===== config.mk =====
export PLATFORM = sky130hd
export DESIGN_NAME = three_servo_bend_mapper_core
export DESIGN_NICKNAME = d
export VERILOG_FILES = /design/src/hw/rtl/tsbm_pkg.sv /design/src/hw/rtl/tsbm_front.sv /design/src/hw/rtl/tsbm_queue.sv /design/src/hw/rtl/tsbm_back.sv /design/src/hw/rtl/three_servo_bend_mapper_core.sv
export SDC_FILE = /design/constraint.sdc
export NUM_CORES = 2
export LEC_CHECK = 0
export BUFFER_PORTS_ARGS = -buffer_cell sky130_fd_sc_hd__buf_2
export CAP_MARGIN = 0
export CORE_MARGIN = 8
export CORE_UTILIZATION = 25
export CTS_BUF_LIST = sky130_fd_sc_hd__clkbuf_2 sky130_fd_sc_hd__clkbuf_4 sky130_fd_sc_hd__clkbuf_8
export DETAILED_ROUTE_END_ITERATION = 10
export GPL_ROUTABILITY_DRIVEN = 0
export GPL_TIMING_DRIVEN = 1
export SKIP_CTS_REPAIR_TIMING = 1
export SLEW_MARGIN = 20
export SYNTH_ARGS = -nofsm -noshare
export SYNTH_HDL_FRONTEND = slang
export SYNTH_SLANG_ARGS = --single-unit
export TNS_END_PERCENT = 30

===== constraint.sdc =====
create_clock -name clk -period 19.5 [get_ports clk]
set_clock_uncertainty 0.1 [all_clocks]
set_input_delay 0.975 -clock clk [delete_from_list [all_inputs] [get_ports clk]]
set_output_delay 0.975 -clock clk [all_outputs]
set_load 0.01 [all_outputs]

===== src/hw/rtl/tsbm_pkg.sv =====
// Shared types, constants and cosine table for the three-servo bend mapper.
package tsbm_pkg;

	// Fraction bits of the cosine used in the product (8..16).
	localparam int COS_FRAC_BITS = 14;
	localparam int TAB_FRAC      = 14;
	localparam int COS_W         = COS_FRAC_BITS + 1;
	localparam int BEND_FRAC     = 10;
	localparam int BEND_ONE      = 1024;
	localparam int BEND_W        = 11;
	localparam int DEG_W         = 9;
	localparam int ANG_W         = 8;
	localparam int MB_W          = ANG_W + BEND_W;
	localparam int PROD_W        = MB_W + COS_W;
	localparam int SHIFT         = BEND_FRAC + COS_FRAC_BITS;

	localparam int DIR_W         = 11;
	localparam int FRAC_W        = 12;
	localparam int IN_W          = 24;
	localparam int OUT_W         = 24;
	localparam int CFG_IDX_W     = 2;

	localparam int PHASE_B       = 240;
	localparam int PHASE_C       = 120;

	localparam int Q_DEPTH       = 4;
	localparam int Q_AW          = $clog2(Q_DEPTH);

	typedef enum logic [CFG_IDX_W-1:0] {
		REG_CENTER    = 2'd0,
		REG_MAX_BEND  = 2'd1,
		REG_LIMIT     = 2'd2,
		REG_UNUSED    = 2'd3
	} cfg_reg_t;

	typedef struct packed {
		logic [ANG_W-1:0] center_position;
		logic [ANG_W-1:0] max_bend_degrees;
		logic [ANG_W-1:0] angle_limit;
	} cfg_t;

	// Classified command: direction in 0..359, bend saturated to 0..1024.
	typedef struct packed {
		logic [DEG_W-1:0]  dir;
		logic [BEND_W-1:0] bend;
	} item_t;

	typedef struct packed {
		logic       neg;
		logic [6:0] idx;
	} quad_t;

	localparam logic [15:0] COS_Q14 [0:90] = '{
		16'd16384, 16'd16382, 16'd16374, 16'd16362, 16'd16344, 16'd16322, 16'd16294,
		16'd16262, 16'd16225, 16'd16182, 16'd16135, 16'd16083, 16'd16026, 16'd15964,
		16'd15897, 16'd15826, 16'd15749, 16'd15668, 16'd15582, 16'd15491, 16'd15396,
		16'd15296, 16'd15191, 16'd15082, 16'd14968, 16'd14849, 16'd14726, 16'd14598,
		16'd14466, 16'd14330, 16'd14189, 16'd14044, 16'd13894, 16'd13741, 16'd13583,
		16'd13421, 16'd13255, 16'd13085, 16'd12911, 16'd12733, 16'd12551, 16'd12365,
		16'd12176, 16'd11982, 16'd11786, 16'd11585, 16'd11381, 16'd11174, 16'd10963,
		16'd10749, 16'd10531, 16'd10311, 16'd10087, 16'd9860,  16'd9630,  16'd9397,
		16'd9162,  16'd8923,  16'd8682,  16'd8438,  16'd8192,  16'd7943,  16'd7692,
		16'd7438,  16'd7182,  16'd6924,  16'd6664,  16'd6402,  16'd6138,  16'd5872,
		16'd5604,  16'd5334,  16'd5063,  16'd4790,  16'd4516,  16'd4240,  16'd3964,
		16'd3686,  16'd3406,  16'd3126,  16'd2845,  16'd2563,  16'd2280,  16'd1997,
		16'd1713,  16'd1428,  16'd1143,  16'd857,   16'd572,   16'd286,   16'd0
	};

	// Cosine magnitude at COS_FRAC_BITS, rounded half up when narrowing.
	function automatic logic [COS_W-1:0] cos_mag(input logic [6:0] idx);
		logic [31:0] t;
		logic [31:0] m;
		t = {16'd0, COS_Q14[idx]};
		if (COS_FRAC_BITS >= TAB_FRAC) begin
			m = t << (COS_FRAC_BITS - TAB_FRAC);
		end else begin
			m = (t + (32'd1 << (TAB_FRAC - COS_FRAC_BITS - 1))) >> (TAB_FRAC - COS_FRAC_BITS);
		end
		return m[COS_W-1:0];
	endfunction

	// Fold a phase in 0..359 onto the 0..90 table with a sign.
	function automatic quad_t fold_phase(input logic [DEG_W-1:0] p);
		quad_t q;
		logic [DEG_W-1:0] t;
		q.neg = 1'b0;
		if (p <= DEG_W'(90)) begin
			t = p;
		end else if (p <= DEG_W'(180)) begin
			t = DEG_W'(180) - p;
			q.neg = 1'b1;
		end else if (p <= DEG_W'(270)) begin
			t = p - DEG_W'(180);
			q.neg = 1'b1;
		end else begin
			t = DEG_W'(360) - p;
		end
		q.idx = t[6:0];
		return q;
	endfunction

	// Add a fixed phase offset and wrap to 0..359.
	function automatic logic [DEG_W-1:0] phase_add(input logic [DEG_W-1:0] d,
		input logic [DEG_W-1:0] k);
		logic [DEG_W:0] s;
		s = {1'b0, d} + {1'b0, k};
		if (s >= (DEG_W+1)'(360)) begin
			s = s - (DEG_W+1)'(360);
		end
		return s[DEG_W-1:0];
	endfunction

endpackage


===== src/hw/rtl/tsbm_front.sv =====
// Front end: wrap the direction to 0..359 and saturate the bend fraction.
module tsbm_front (
	input  logic signed [tsbm_pkg::DIR_W-1:0]  direction_deg,
	input  logic signed [tsbm_pkg::FRAC_W-1:0] bend_fraction,
	output tsbm_pkg::item_t                    item
);
	import tsbm_pkg::*;

	logic signed [DIR_W:0] dir_ext;
	logic [DIR_W-1:0]      dir_pos;
	logic [DIR_W-1:0]      dir_red;

	always_comb begin
		// Lift negatives by three turns; the range then sits in 0..1079.
		dir_ext = {direction_deg[DIR_W-1], direction_deg} + (DIR_W+1)'(1080);
		dir_pos = direction_deg[DIR_W-1] ? dir_ext[DIR_W-1:0] : direction_deg;
		if (dir_pos >= DIR_W'(720)) begin
			dir_red = dir_pos - DIR_W'(720);
		end else if (dir_pos >= DIR_W'(360)) begin
			dir_red = dir_pos - DIR_W'(360);
		end else begin
			dir_red = dir_pos;
		end
		item.dir = dir_red[DEG_W-1:0];

		if (bend_fraction[FRAC_W-1]) begin
			item.bend = '0;
		end else if (bend_fraction > FRAC_W'(BEND_ONE)) begin
			item.bend = BEND_W'(BEND_ONE);
		end else begin
			item.bend = bend_fraction[BEND_W-1:0];
		end
	end

endmodule


===== src/hw/rtl/tsbm_queue.sv =====
// Short register queue between the front end and the arithmetic back end.
module tsbm_queue (
	input  logic            clk,
	input  logic            arst_n,
	input  logic            push,
	input  tsbm_pkg::item_t push_item,
	output logic            not_full,
	input  logic            pop,
	output logic            not_empty,
	output tsbm_pkg::item_t head
);
	import tsbm_pkg::*;

	item_t           mem_q [0:Q_DEPTH-1];
	logic [Q_AW-1:0] wr_ptr_q;
	logic [Q_AW-1:0] rd_ptr_q;
	logic [Q_AW:0]   count_q;

	assign not_full  = (count_q != (Q_AW+1)'(Q_DEPTH));
	assign not_empty = (count_q != '0);
	assign head      = mem_q[rd_ptr_q];

	always_ff @(posedge clk) begin
		if (push && not_full) begin
			mem_q[wr_ptr_q] <= push_item;
		end
	end

	always_ff @(posedge clk or negedge arst_n) begin
		if (!arst_n) begin
			wr_ptr_q <= '0;
			rd_ptr_q <= '0;
			count_q  <= '0;
		end else begin
			if (push && not_full) begin
				wr_ptr_q <= wr_ptr_q + 1'b1;
			end
			if (pop && not_empty) begin
				rd_ptr_q <= rd_ptr_q + 1'b1;
			end
			case ({push && not_full, pop && not_empty})
				2'b10:   count_q <= count_q + 1'b1;
				2'b01:   count_q <= count_q - 1'b1;
				default: count_q <= count_q;
			endcase
		end
	end

	a_count_bound: assert property (@(posedge clk) disable iff (!arst_n)
		count_q <= (Q_AW+1)'(Q_DEPTH))
		else $error("queue count beyond depth");

	a_pop_nonempty: assert property (@(posedge clk) disable iff (!arst_n)
		pop |-> not_empty)
		else $error("pop from empty queue");

	a_count_pair: assert property (@(posedge clk) disable iff (!arst_n)
		(push && not_full && pop && not_empty) |=> $stable(count_q))
		else $error("queue count moved on simultaneous push and pop");

endmodule


===== src/hw/rtl/tsbm_back.sv =====
// Back end: cosine lookup, two-step product, center offset and clip.
module tsbm_back (
	input  logic                       clk,
	input  logic                       arst_n,
	input  tsbm_pkg::cfg_t             cfg,
	input  logic                       q_valid,
	input  tsbm_pkg::item_t            q_item,
	output logic                       q_pop,
	output logic                       m_tvalid,
	input  logic                       m_tready,
	output logic [tsbm_pkg::OUT_W-1:0] m_tdata
);
	import tsbm_pkg::*;

	logic              en;
	quad_t             quad [0:2];
	logic [DEG_W-1:0]  phase [0:2];

	logic              v_s1;
	logic [MB_W-1:0]   mb_s1;
	logic [COS_W-1:0]  cmag_s1 [0:2];
	logic [2:0]        neg_s1;

	logic              v_s2;
	logic [PROD_W-1:0] prod_s2 [0:2];
	logic [2:0]        neg_s2;

	logic [ANG_W-1:0]  ang [0:2];

	// Advance the whole pipe whenever the output register is free.
	assign en    = !m_tvalid || m_tready;
	assign q_pop = en && q_valid;

	assign phase[0] = q_item.dir;
	assign phase[1] = phase_add(q_item.dir, DEG_W'(PHASE_B));
	assign phase[2] = phase_add(q_item.dir, DEG_W'(PHASE_C));

	always_comb begin
		for (int i = 0; i < 3; i++) begin
			quad[i] = fold_phase(phase[i]);
		end
	end

	always_ff @(posedge clk) begin
		if (en) begin
			mb_s1 <= MB_W'(cfg.max_bend_degrees) * MB_W'(q_item.bend);
			for (int i = 0; i < 3; i++) begin
				cmag_s1[i] <= cos_mag(quad[i].idx);
				neg_s1[i]  <= quad[i].neg;
			end
			for (int i = 0; i < 3; i++) begin
				prod_s2[i] <= PROD_W'(mb_s1) * PROD_W'(cmag_s1[i]);
			end
			neg_s2 <= neg_s1;
		end
	end

	always_comb begin
		logic [ANG_W-1:0]   pmag;
		logic signed [9:0]  sum;
		for (int i = 0; i < 3; i++) begin
			pmag = prod_s2[i][SHIFT+ANG_W-1:SHIFT];
			if (neg_s2[i]) begin
				sum = $signed({2'b00, cfg.center_position}) - $signed({2'b00, pmag});
			end else begin
				sum = $signed({2'b00, cfg.center_position}) + $signed({2'b00, pmag});
			end
			if (sum < 0) begin
				ang[i] = '0;
			end else if (sum > $signed({2'b00, cfg.angle_limit})) begin
				ang[i] = cfg.angle_limit;
			end else begin
				ang[i] = sum[ANG_W-1:0];
			end
		end
	end

	always_ff @(posedge clk) begin
		if (en) begin
			m_tdata <= {ang[2], ang[1], ang[0]};
		end
	end

	always_ff @(posedge clk or negedge arst_n) begin
		if (!arst_n) begin
			v_s1     <= 1'b0;
			v_s2     <= 1'b0;
			m_tvalid <= 1'b0;
		end else if (en) begin
			v_s1     <= q_valid;
			v_s2     <= v_s1;
			m_tvalid <= v_s2;
		end
	end

	a_clip: assert property (@(posedge clk) disable iff (!arst_n)
		m_tvalid |-> (m_tdata[ANG_W-1:0] <= cfg.angle_limit)
			&& (m_tdata[2*ANG_W-1:ANG_W] <= cfg.angle_limit)
			&& (m_tdata[3*ANG_W-1:2*ANG_W] <= cfg.angle_limit))
		else $error("servo angle above limit");

	a_hold_s2: assert property (@(posedge clk) disable iff (!arst_n)
		(v_s2 && !en) |=> v_s2)
		else $error("stage two item lost during stall");

	a_stall_nopop: assert property (@(posedge clk) disable iff (!arst_n)
		!en |-> !q_pop)
		else $error("queue popped while pipe stalled");

endmodule


===== src/hw/rtl/three_servo_bend_mapper_core.sv =====
// Top level of the three-servo bend mapper: config registers, front, queue, back.
//
// channel | beat fields (lowest bit first)                     | accepted when
// s_      | direction_deg[10:0], bend_fraction[22:11], pad[23] | s_tvalid & s_tready
// m_      | servo_a[7:0], servo_b[15:8], servo_c[23:16]        | m_tvalid & m_tready
// cfg_    | cfg_index (0 center, 1 max bend, 2 limit), cfg_data | cfg_valid & cfg_ready
//
// One command per cycle sustained while the output is not stalled; after its beat is
// taken, a result passes the queue write, the lookup/first-multiply stage and the second
// multiply stage before it reaches the output register.
// Reset clears the queue and pipe valid bits and loads center 90, max bend 60,
// limit 170. A stalled output freezes the back pipe; the four-entry queue keeps
// taking input beats until it fills. Config writes are always taken.
module three_servo_bend_mapper_core (
	input  logic                           clk,
	input  logic                           arst_n,
	input  logic                           s_tvalid,
	output logic                           s_tready,
	input  logic [tsbm_pkg::IN_W-1:0]      s_tdata,   // direction_deg, bend_fraction, pad
	output logic                           m_tvalid,
	input  logic                           m_tready,
	output logic [tsbm_pkg::OUT_W-1:0]     m_tdata,   // servo_a, servo_b, servo_c angles
	input  logic                           cfg_valid,
	output logic                           cfg_ready,
	input  logic [tsbm_pkg::CFG_IDX_W-1:0] cfg_index,
	input  logic [tsbm_pkg::ANG_W-1:0]     cfg_data
);
	import tsbm_pkg::*;

	cfg_t  cfg_q;
	item_t front_item;
	item_t q_head;
	logic  q_not_full;
	logic  q_not_empty;
	logic  q_pop;

	// Config writes are registered with no wait state; unknown indexes drop silently.
	assign cfg_ready = 1'b1;

	always_ff @(posedge clk or negedge arst_n) begin
		if (!arst_n) begin
			cfg_q.center_position  <= ANG_W'(90);
			cfg_q.max_bend_degrees <= ANG_W'(60);
			cfg_q.angle_limit      <= ANG_W'(170);
		end else if (cfg_valid) begin
			unique case (cfg_reg_t'(cfg_index))
				REG_CENTER:   cfg_q.center_position  <= cfg_data;
				REG_MAX_BEND: cfg_q.max_bend_degrees <= cfg_data;
				REG_LIMIT:    cfg_q.angle_limit      <= cfg_data;
				default:      cfg_q                  <= cfg_q;
			endcase
		end
	end

	// Accept input while the queue has room.
	assign s_tready = q_not_full;

	tsbm_front u_front (
		.direction_deg (s_tdata[DIR_W-1:0]),
		.bend_fraction (s_tdata[DIR_W+FRAC_W-1:DIR_W]),
		.item          (front_item)
	);

	tsbm_queue u_queue (
		.clk       (clk),
		.arst_n    (arst_n),
		.push      (s_tvalid),
		.push_item (front_item),
		.not_full  (q_not_full),
		.pop       (q_pop),
		.not_empty (q_not_empty),
		.head      (q_head)
	);

	tsbm_back u_back (
		.clk      (clk),
		.arst_n   (arst_n),
		.cfg      (cfg_q),
		.q_valid  (q_not_empty),
		.q_item   (q_head),
		.q_pop    (q_pop),
		.m_tvalid (m_tvalid),
		.m_tready (m_tready),
		.m_tdata  (m_tdata)
	);

endmodule

======== Yosys cells after proc, flatten, opt, wreduce, memory -nomap -nowiden ========
Memories as Yosys holds them, arrays and structs flattened.
Cells that the tools add are included.
storage, ports and cells
  memories ................................ 6
  flip-flop bits (word level) ............. 83
  output and inout bits ................... 27
  memory bits (read-only) ................. 6,144
  input port bits ......................... 39
  bits in writable memories ............... 227
  logic and storage cells ................. 137
memory list
  memory            depth  width  read ports  clocked after memory_dff  wr ports  line              text
  (name not given)  128    16     1           0                         0         tsbm_pkg.sv:73    t = {16'd0, COS_Q14[idx]};
  (name not given)  128    16     1           0                         0         tsbm_pkg.sv:73
  (name not given)  128    16     1           0                         0         tsbm_pkg.sv:73
  u_back.prod_s2    3      34     3           0                         3         tsbm_back.sv:25   logic [PROD_W-1:0] prod_s2 [0:2];
  u_queue.mem_q     4      20     1           0                         1         tsbm_queue.sv:14  item_t mem_q [0:Q_DEPTH-1];
  u_back.cmag_s1    3      15     3           0                         3         tsbm_back.sv:21   logic [COS_W-1:0] cmag_s1 [0:2];
operators by class
  bitwise gates (word level) .............. 3
  add/sub/neg operators ................... 26
  reduce and logical (&&, ||, !) cells .... 11
  multiplexer cells ....................... 42
  magnitude comparators ................... 23
  eq/ne operators ......................... 5
  multipliers ............................. 4
operators by type and width
  kind                                                   count
  2-to-1 mux 15 bit                                      9
  multiplier 19 x 15 -> 34 bit                           3
  2-to-1 mux 7 bit                                       9
  2-to-1 mux 9 bit                                       4
  2-to-1 mux 11 bit                                      3
  > comparator 10 x 9 -> 1 bit                           3
  < comparator 10 x 1 -> 1 bit (second input constant)   3
  2-to-1 mux 10 bit                                      3
  adder 8 x 8 -> 9 bit                                   3
  <= comparator 9 x 7 -> 1 bit (second input constant)   3
  <= comparator 9 x 8 -> 1 bit (second input constant)   3
  <= comparator 9 bit (second input constant)            3
  subtractor 8 x 8 -> 9 bit                              3
  subtractor 9 bit (second input constant)               3
  >= comparator 8 bit (second input constant)            3
  2-to-1 mux 8 bit                                       3
  inverter 7 -> 8 bit                                    3
  subtractor 6 x 7 -> 7 bit (first input constant)       3
  subtractor 7 x 6 -> 7 bit (second input constant)      3
  subtractor 7 bit (first input constant)                3
  >= comparator 10 x 9 -> 1 bit (second input constant)  2
  multiplier 8 x 11 -> 19 bit                            1
  > comparator 12 bit (second input constant)            1
  adder 11 bit (second input constant)                   1
  other kinds (20)                                       36

======== Depth between registers and ports, before layout ========
An unclocked memory read counts as a cell.
  depth in word-level cells ............... 13
  depth in mapped cells ................... 32

======== Cells and area by module ========
From an unflattened synthesis, not the netlist that was laid out.
unflattened totals
  cells, all modules ...................... 5,194
  area total of the unflattened synthesis .. 47,186.5 µm²
by module, submodules not included
  module                        cells an instance  instances  area each (µm²)
  tsbm_back                     4,907              1          42,205.5
  tsbm_queue                    141                1          3,305.7
  three_servo_bend_mapper_core  53                 1          938.4
  tsbm_front                    93                 1          737.0

======== Worst setup path before layout ========
OpenSTA, ideal clock, no wires.
  path kind ............................... flip-flop to flip-flop
  start ................................... register u_queue.rd_ptr_q[1]
  end ..................................... memory u_back.cmag_s1[0][36] in the netlist's numbering, data pin
  stages on the path, launching flop included .. 31
  library setup time ...................... 0.277 ns
  buffers on the path ..................... 5
  slack ................................... 12.705 ns
  arrival time ............................ 6.417 ns
  clock period less this slack ............ 6.795 ns
  cells stage by stage .................... dfrtp_1 buf_6 buf_4 mux2_2 o21ai_2 clkbuf_1 ha_1 clkbuf_1 nand2_1 nand3_1 nand2_1 o221ai_2 nand2_1 xnor2_2 ha_1 nand2_1 nand3_1 o21ai_0 or4_4 a2bb2o_4 o21ai_2 a21oi_1 mux2_2 inv_2 ha_1 clkbuf_1 nor2_1 a211oi_1 a21oi_1 a221oi_1 a221oi_1
RTL lines
  element                 line              text
  from (decl)             tsbm_queue.sv:16  logic [Q_AW-1:0] rd_ptr_q;
  from (signal assigned)  tsbm_queue.sv:39  rd_ptr_q <= rd_ptr_q + 1'b1;
  to (decl)               tsbm_back.sv:21

==> impl_metrics.py <==
metrics = {
    "yosys": {
        "syn-mean-instance-area_um2": 8.99,
        "synth_xor_area_frac": 0.0215,
        "synth-main-ff-cell": "edfxtp_1",
        "synth_top_family_by_area": "adder cells",
        "ys_seq_elements": 232,
        "synth.distinct_cells": 104,
        "synthMuxAreaShare": 0.0237,
        "syn-num-nets": 6404,
        "synthArstFlopShare": 0.147,
        "ys_seq_area_frac": 0.146,
        "synth_area_um2": 46700,
        "synth-edff-count": 198,
        "syn_inst": 5201,
        "yosys_warnings": 0,
        "yosys.area_share.simple": 0.171,
        "synth-compound-area-share": 0.113,
        "yosys.area_share.adder": 0.426,
    },
    "die": {
        "io_pins": 66,
        "dieArea_um2": 201000,
        "dieHeight_um": 448,
        "die_w_um": 448,
        "num_rows": 158,
        "core_region_area_um2": 186000,
        "start_util": 0.252,
    },
    "clocking": {
        "cts_sinks": 232,
        "cts_made_buffers": 42,
        "htree_levels": 2,
        "cts_max_path_buffers": 3,
        "clk_latency_ns": 0.64,
        "cts_tree": "yes",
        "clk_pin_slew_ns": 0.06,
        "cts-root-buf": "clkbuf_8",
    },
    "global_routing": {
        "grt_pass1_wl_mm": 197,
        "overflow": 0,
        "antenna_found_initial": 2,
        "grt_pass1_vias": 37315,
        "grt_max_degree": 72,
        "grt.total_usage": 0.118,
    },
    "critical_path": {
        "rr_startpoint": "u_queue.rd_ptr_q[0]$_DFFE_PN0P_",
        "rr_worst_depth": 25,
        "path_class": "flip-flop to flip-flop",
        "start_kind": "flip-flop",
        "rrSetupSlack_ns": 11.10,
        "cp_slowest_cell": "dfrtp_1",
        "cp.required_ns": 19.69,
        "timing.rr.end": "u_back.cmag_s1[0][30]$_DFFE_PN_",
        "path_common_cell": "nand2_1",
        "max_stage_delay_ns": 0.86,
        "end_kind": "flip-flop",
        "critPathTopFamily": "compound AO/OA/AOI/OAI gates",
        "worstPathMaxFanout": 51,
        "arrival_ns": 8.60,
        "cp_num_buf_inv": 4,
    },
    "sta": {
        "final_max_slew_viol_count": 0,
        "finalSetupViolations": 0,
        "rsz0062_at_grt": "no",
        "relSlewSlack": 0.336,
        "finalCriticalPeriod_ns": 8.40,
        "setup_tns_ns": 0,
        "max_freq_ghz": 0.119,
        "whs_ns": 0.340,
        "period_share": 0.431,
        "tightest_slew_ns": 0.997,
        "hold_viol_final": 0,
    },
    "flow_run": {
        "drv_cap": 0,
    },
    "finish": {
        "multi_input_area_um2": 35400,
        "final_cell_mix": "inv_1, fa_1, nand2_1",
        "seqCellArea_um2": 6810,
        "n_fill_cell": 19663,
        "drive_gt1_frac": 0.0597,
        "nNetsFinal": 6266,
        "area_delta_synth_final_pct": 7.51,
        "mostFrequentLayoutCell": "inv_1",
    },
    "route": {
        "avgRoutedWirePerCell_um": 15.7,
        "postRouteWirelength_mm": 119,
        "route.detailed.drc": 0,
        "ant_nets": 0,
        "drt_iter0_markers": 2768,
        "first_pass_iters": 6,
        "vias_per_cell": 4.75,
        "vias": 35953,
    },
    "placed_design": {
        "hpwl_mm": 86.2,
        "port_buffers": 63,
    },
    "worst_hold_path": {
        "holdCritPathClass": "primary input to async pin",
    },
    "run_status": {
        "status": "complete, no violations",
    },
}
state kept, by name, summed over array words and instances (netlist names), 19 cells and up:
register and count:
u_queue.mem_q 80, u_back.cmag_s1 45, cfg_q 24, u_back.m_tdata 24, u_back.prod_s2 24, u_back.mb_s1 19
logic make-up after synthesis:
| family | Yosys count |
|---|---|
| AOI/OAI and AO/OA | 783 |
| xor gates and xnor gates | 112 |
| adders and majority gates | 1164 |
| buffers and inverters | 1194 |
| DFF | 232 |
| muxes | 83 |
| other | 1 |
| and+or+nand+nor | 1632 |
how the worst max path moves through the flow:
stage | startpoint | endpoint | slack, ns | cells after the start
6_report | u_queue.rd_ptr_q[0]$_DFFE_PN0P_ | u_back.cmag_s1[0][30]$_DFFE_PN_ | 11.10 | 25
5_1_grt | u_queue.rd_ptr_q[0]$_DFFE_PN0P_ | u_back.cmag_s1[0][30]$_DFFE_PN_ | 10.51 | 24
4_1_cts | u_queue.rd_ptr_q[0]$_DFFE_PN0P_ | u_back.cmag_s1[0][30]$_DFFE_PN_ | 11.18 | 25
3_5_place_dp | u_queue.rd_ptr_q[0]$_DFFE_PN0P_ | u_back.cmag_s1[0][30]$_DFFE_PN_ | 11.24 | 25
3_3_place_gp | u_queue.rd_ptr_q[0]$_DFFE_PN0P_ | u_back.cmag_s1[0][30]$_DFFE_PN_ | 11.29 | 25
2_1_floorplan | u_queue.rd_ptr_q[1]$_DFFE_PN0P_ | u_back.cmag_s1[0][36]$_DFFE_PN_ | 12.71 | 30
per-stage QoR:
step / setup WS (ns) / cell area, µm² / std cells / util
after floorplan: 12.71 / 46700 / 5201 / -
after global placement: 11.29 / 49300 / 7499 / 0.266
after detailed placement: 11.24 / 49300 / 7499 / 0.266
after CTS: 11.18 / 50200 / 7575 / 0.271
after global routing: 10.51 / 50200 / 7576 / 0.271
final: 11.10 / 50200 / 7577 / 0.271
cell usage after synthesis (26+ instances only):
cell,n,area [µm²]
and2_1,542,3390
fa_1,712,14300
edfxtp_1,198,5950
ha_1,452,5660
nor2_1,244,916
o21ai_0,131,656
nand3_1,65,325
clkbuf_1,219,822
inv_1,893,3350
a211oi_1,39,293
a21o_1,57,428
mux2_2,38,428
xnor2_1,86,753
mux2i_1,26,260
buf_2,40,200
nand2_1,603,2260
nor3_1,50,250
a21oi_1,213,1070
o211ai_1,42,315
cell type report:
type / count / area share
diodes: 2 / 0.0000996
clock buffers: 54 / 0.0139
clock inverters: 22 / 0.00384
inverters: 902 / 0.0674
multi-input cells: 3775 / 0.704
flip-flops and latches: 232 / 0.136
well taps: 2480 / 0.0618
repair buffers: 110 / 0.0133
metal layers:
layer | track usage | up-vias | routed length [µm]
li1 | - | 16404 | -
met1 | 0.159 | 18220 | 52900
met2 | 0.196 | 1098 | 56300
met3 | 0.0115 | 231 | 6020
met4 | 0.0421 | 0 | 3900
met5 | 0 | - | 0
Power is not shown: default switching activity piles up to over one toggle a cycle in this logic, so the estimate is an artifact.
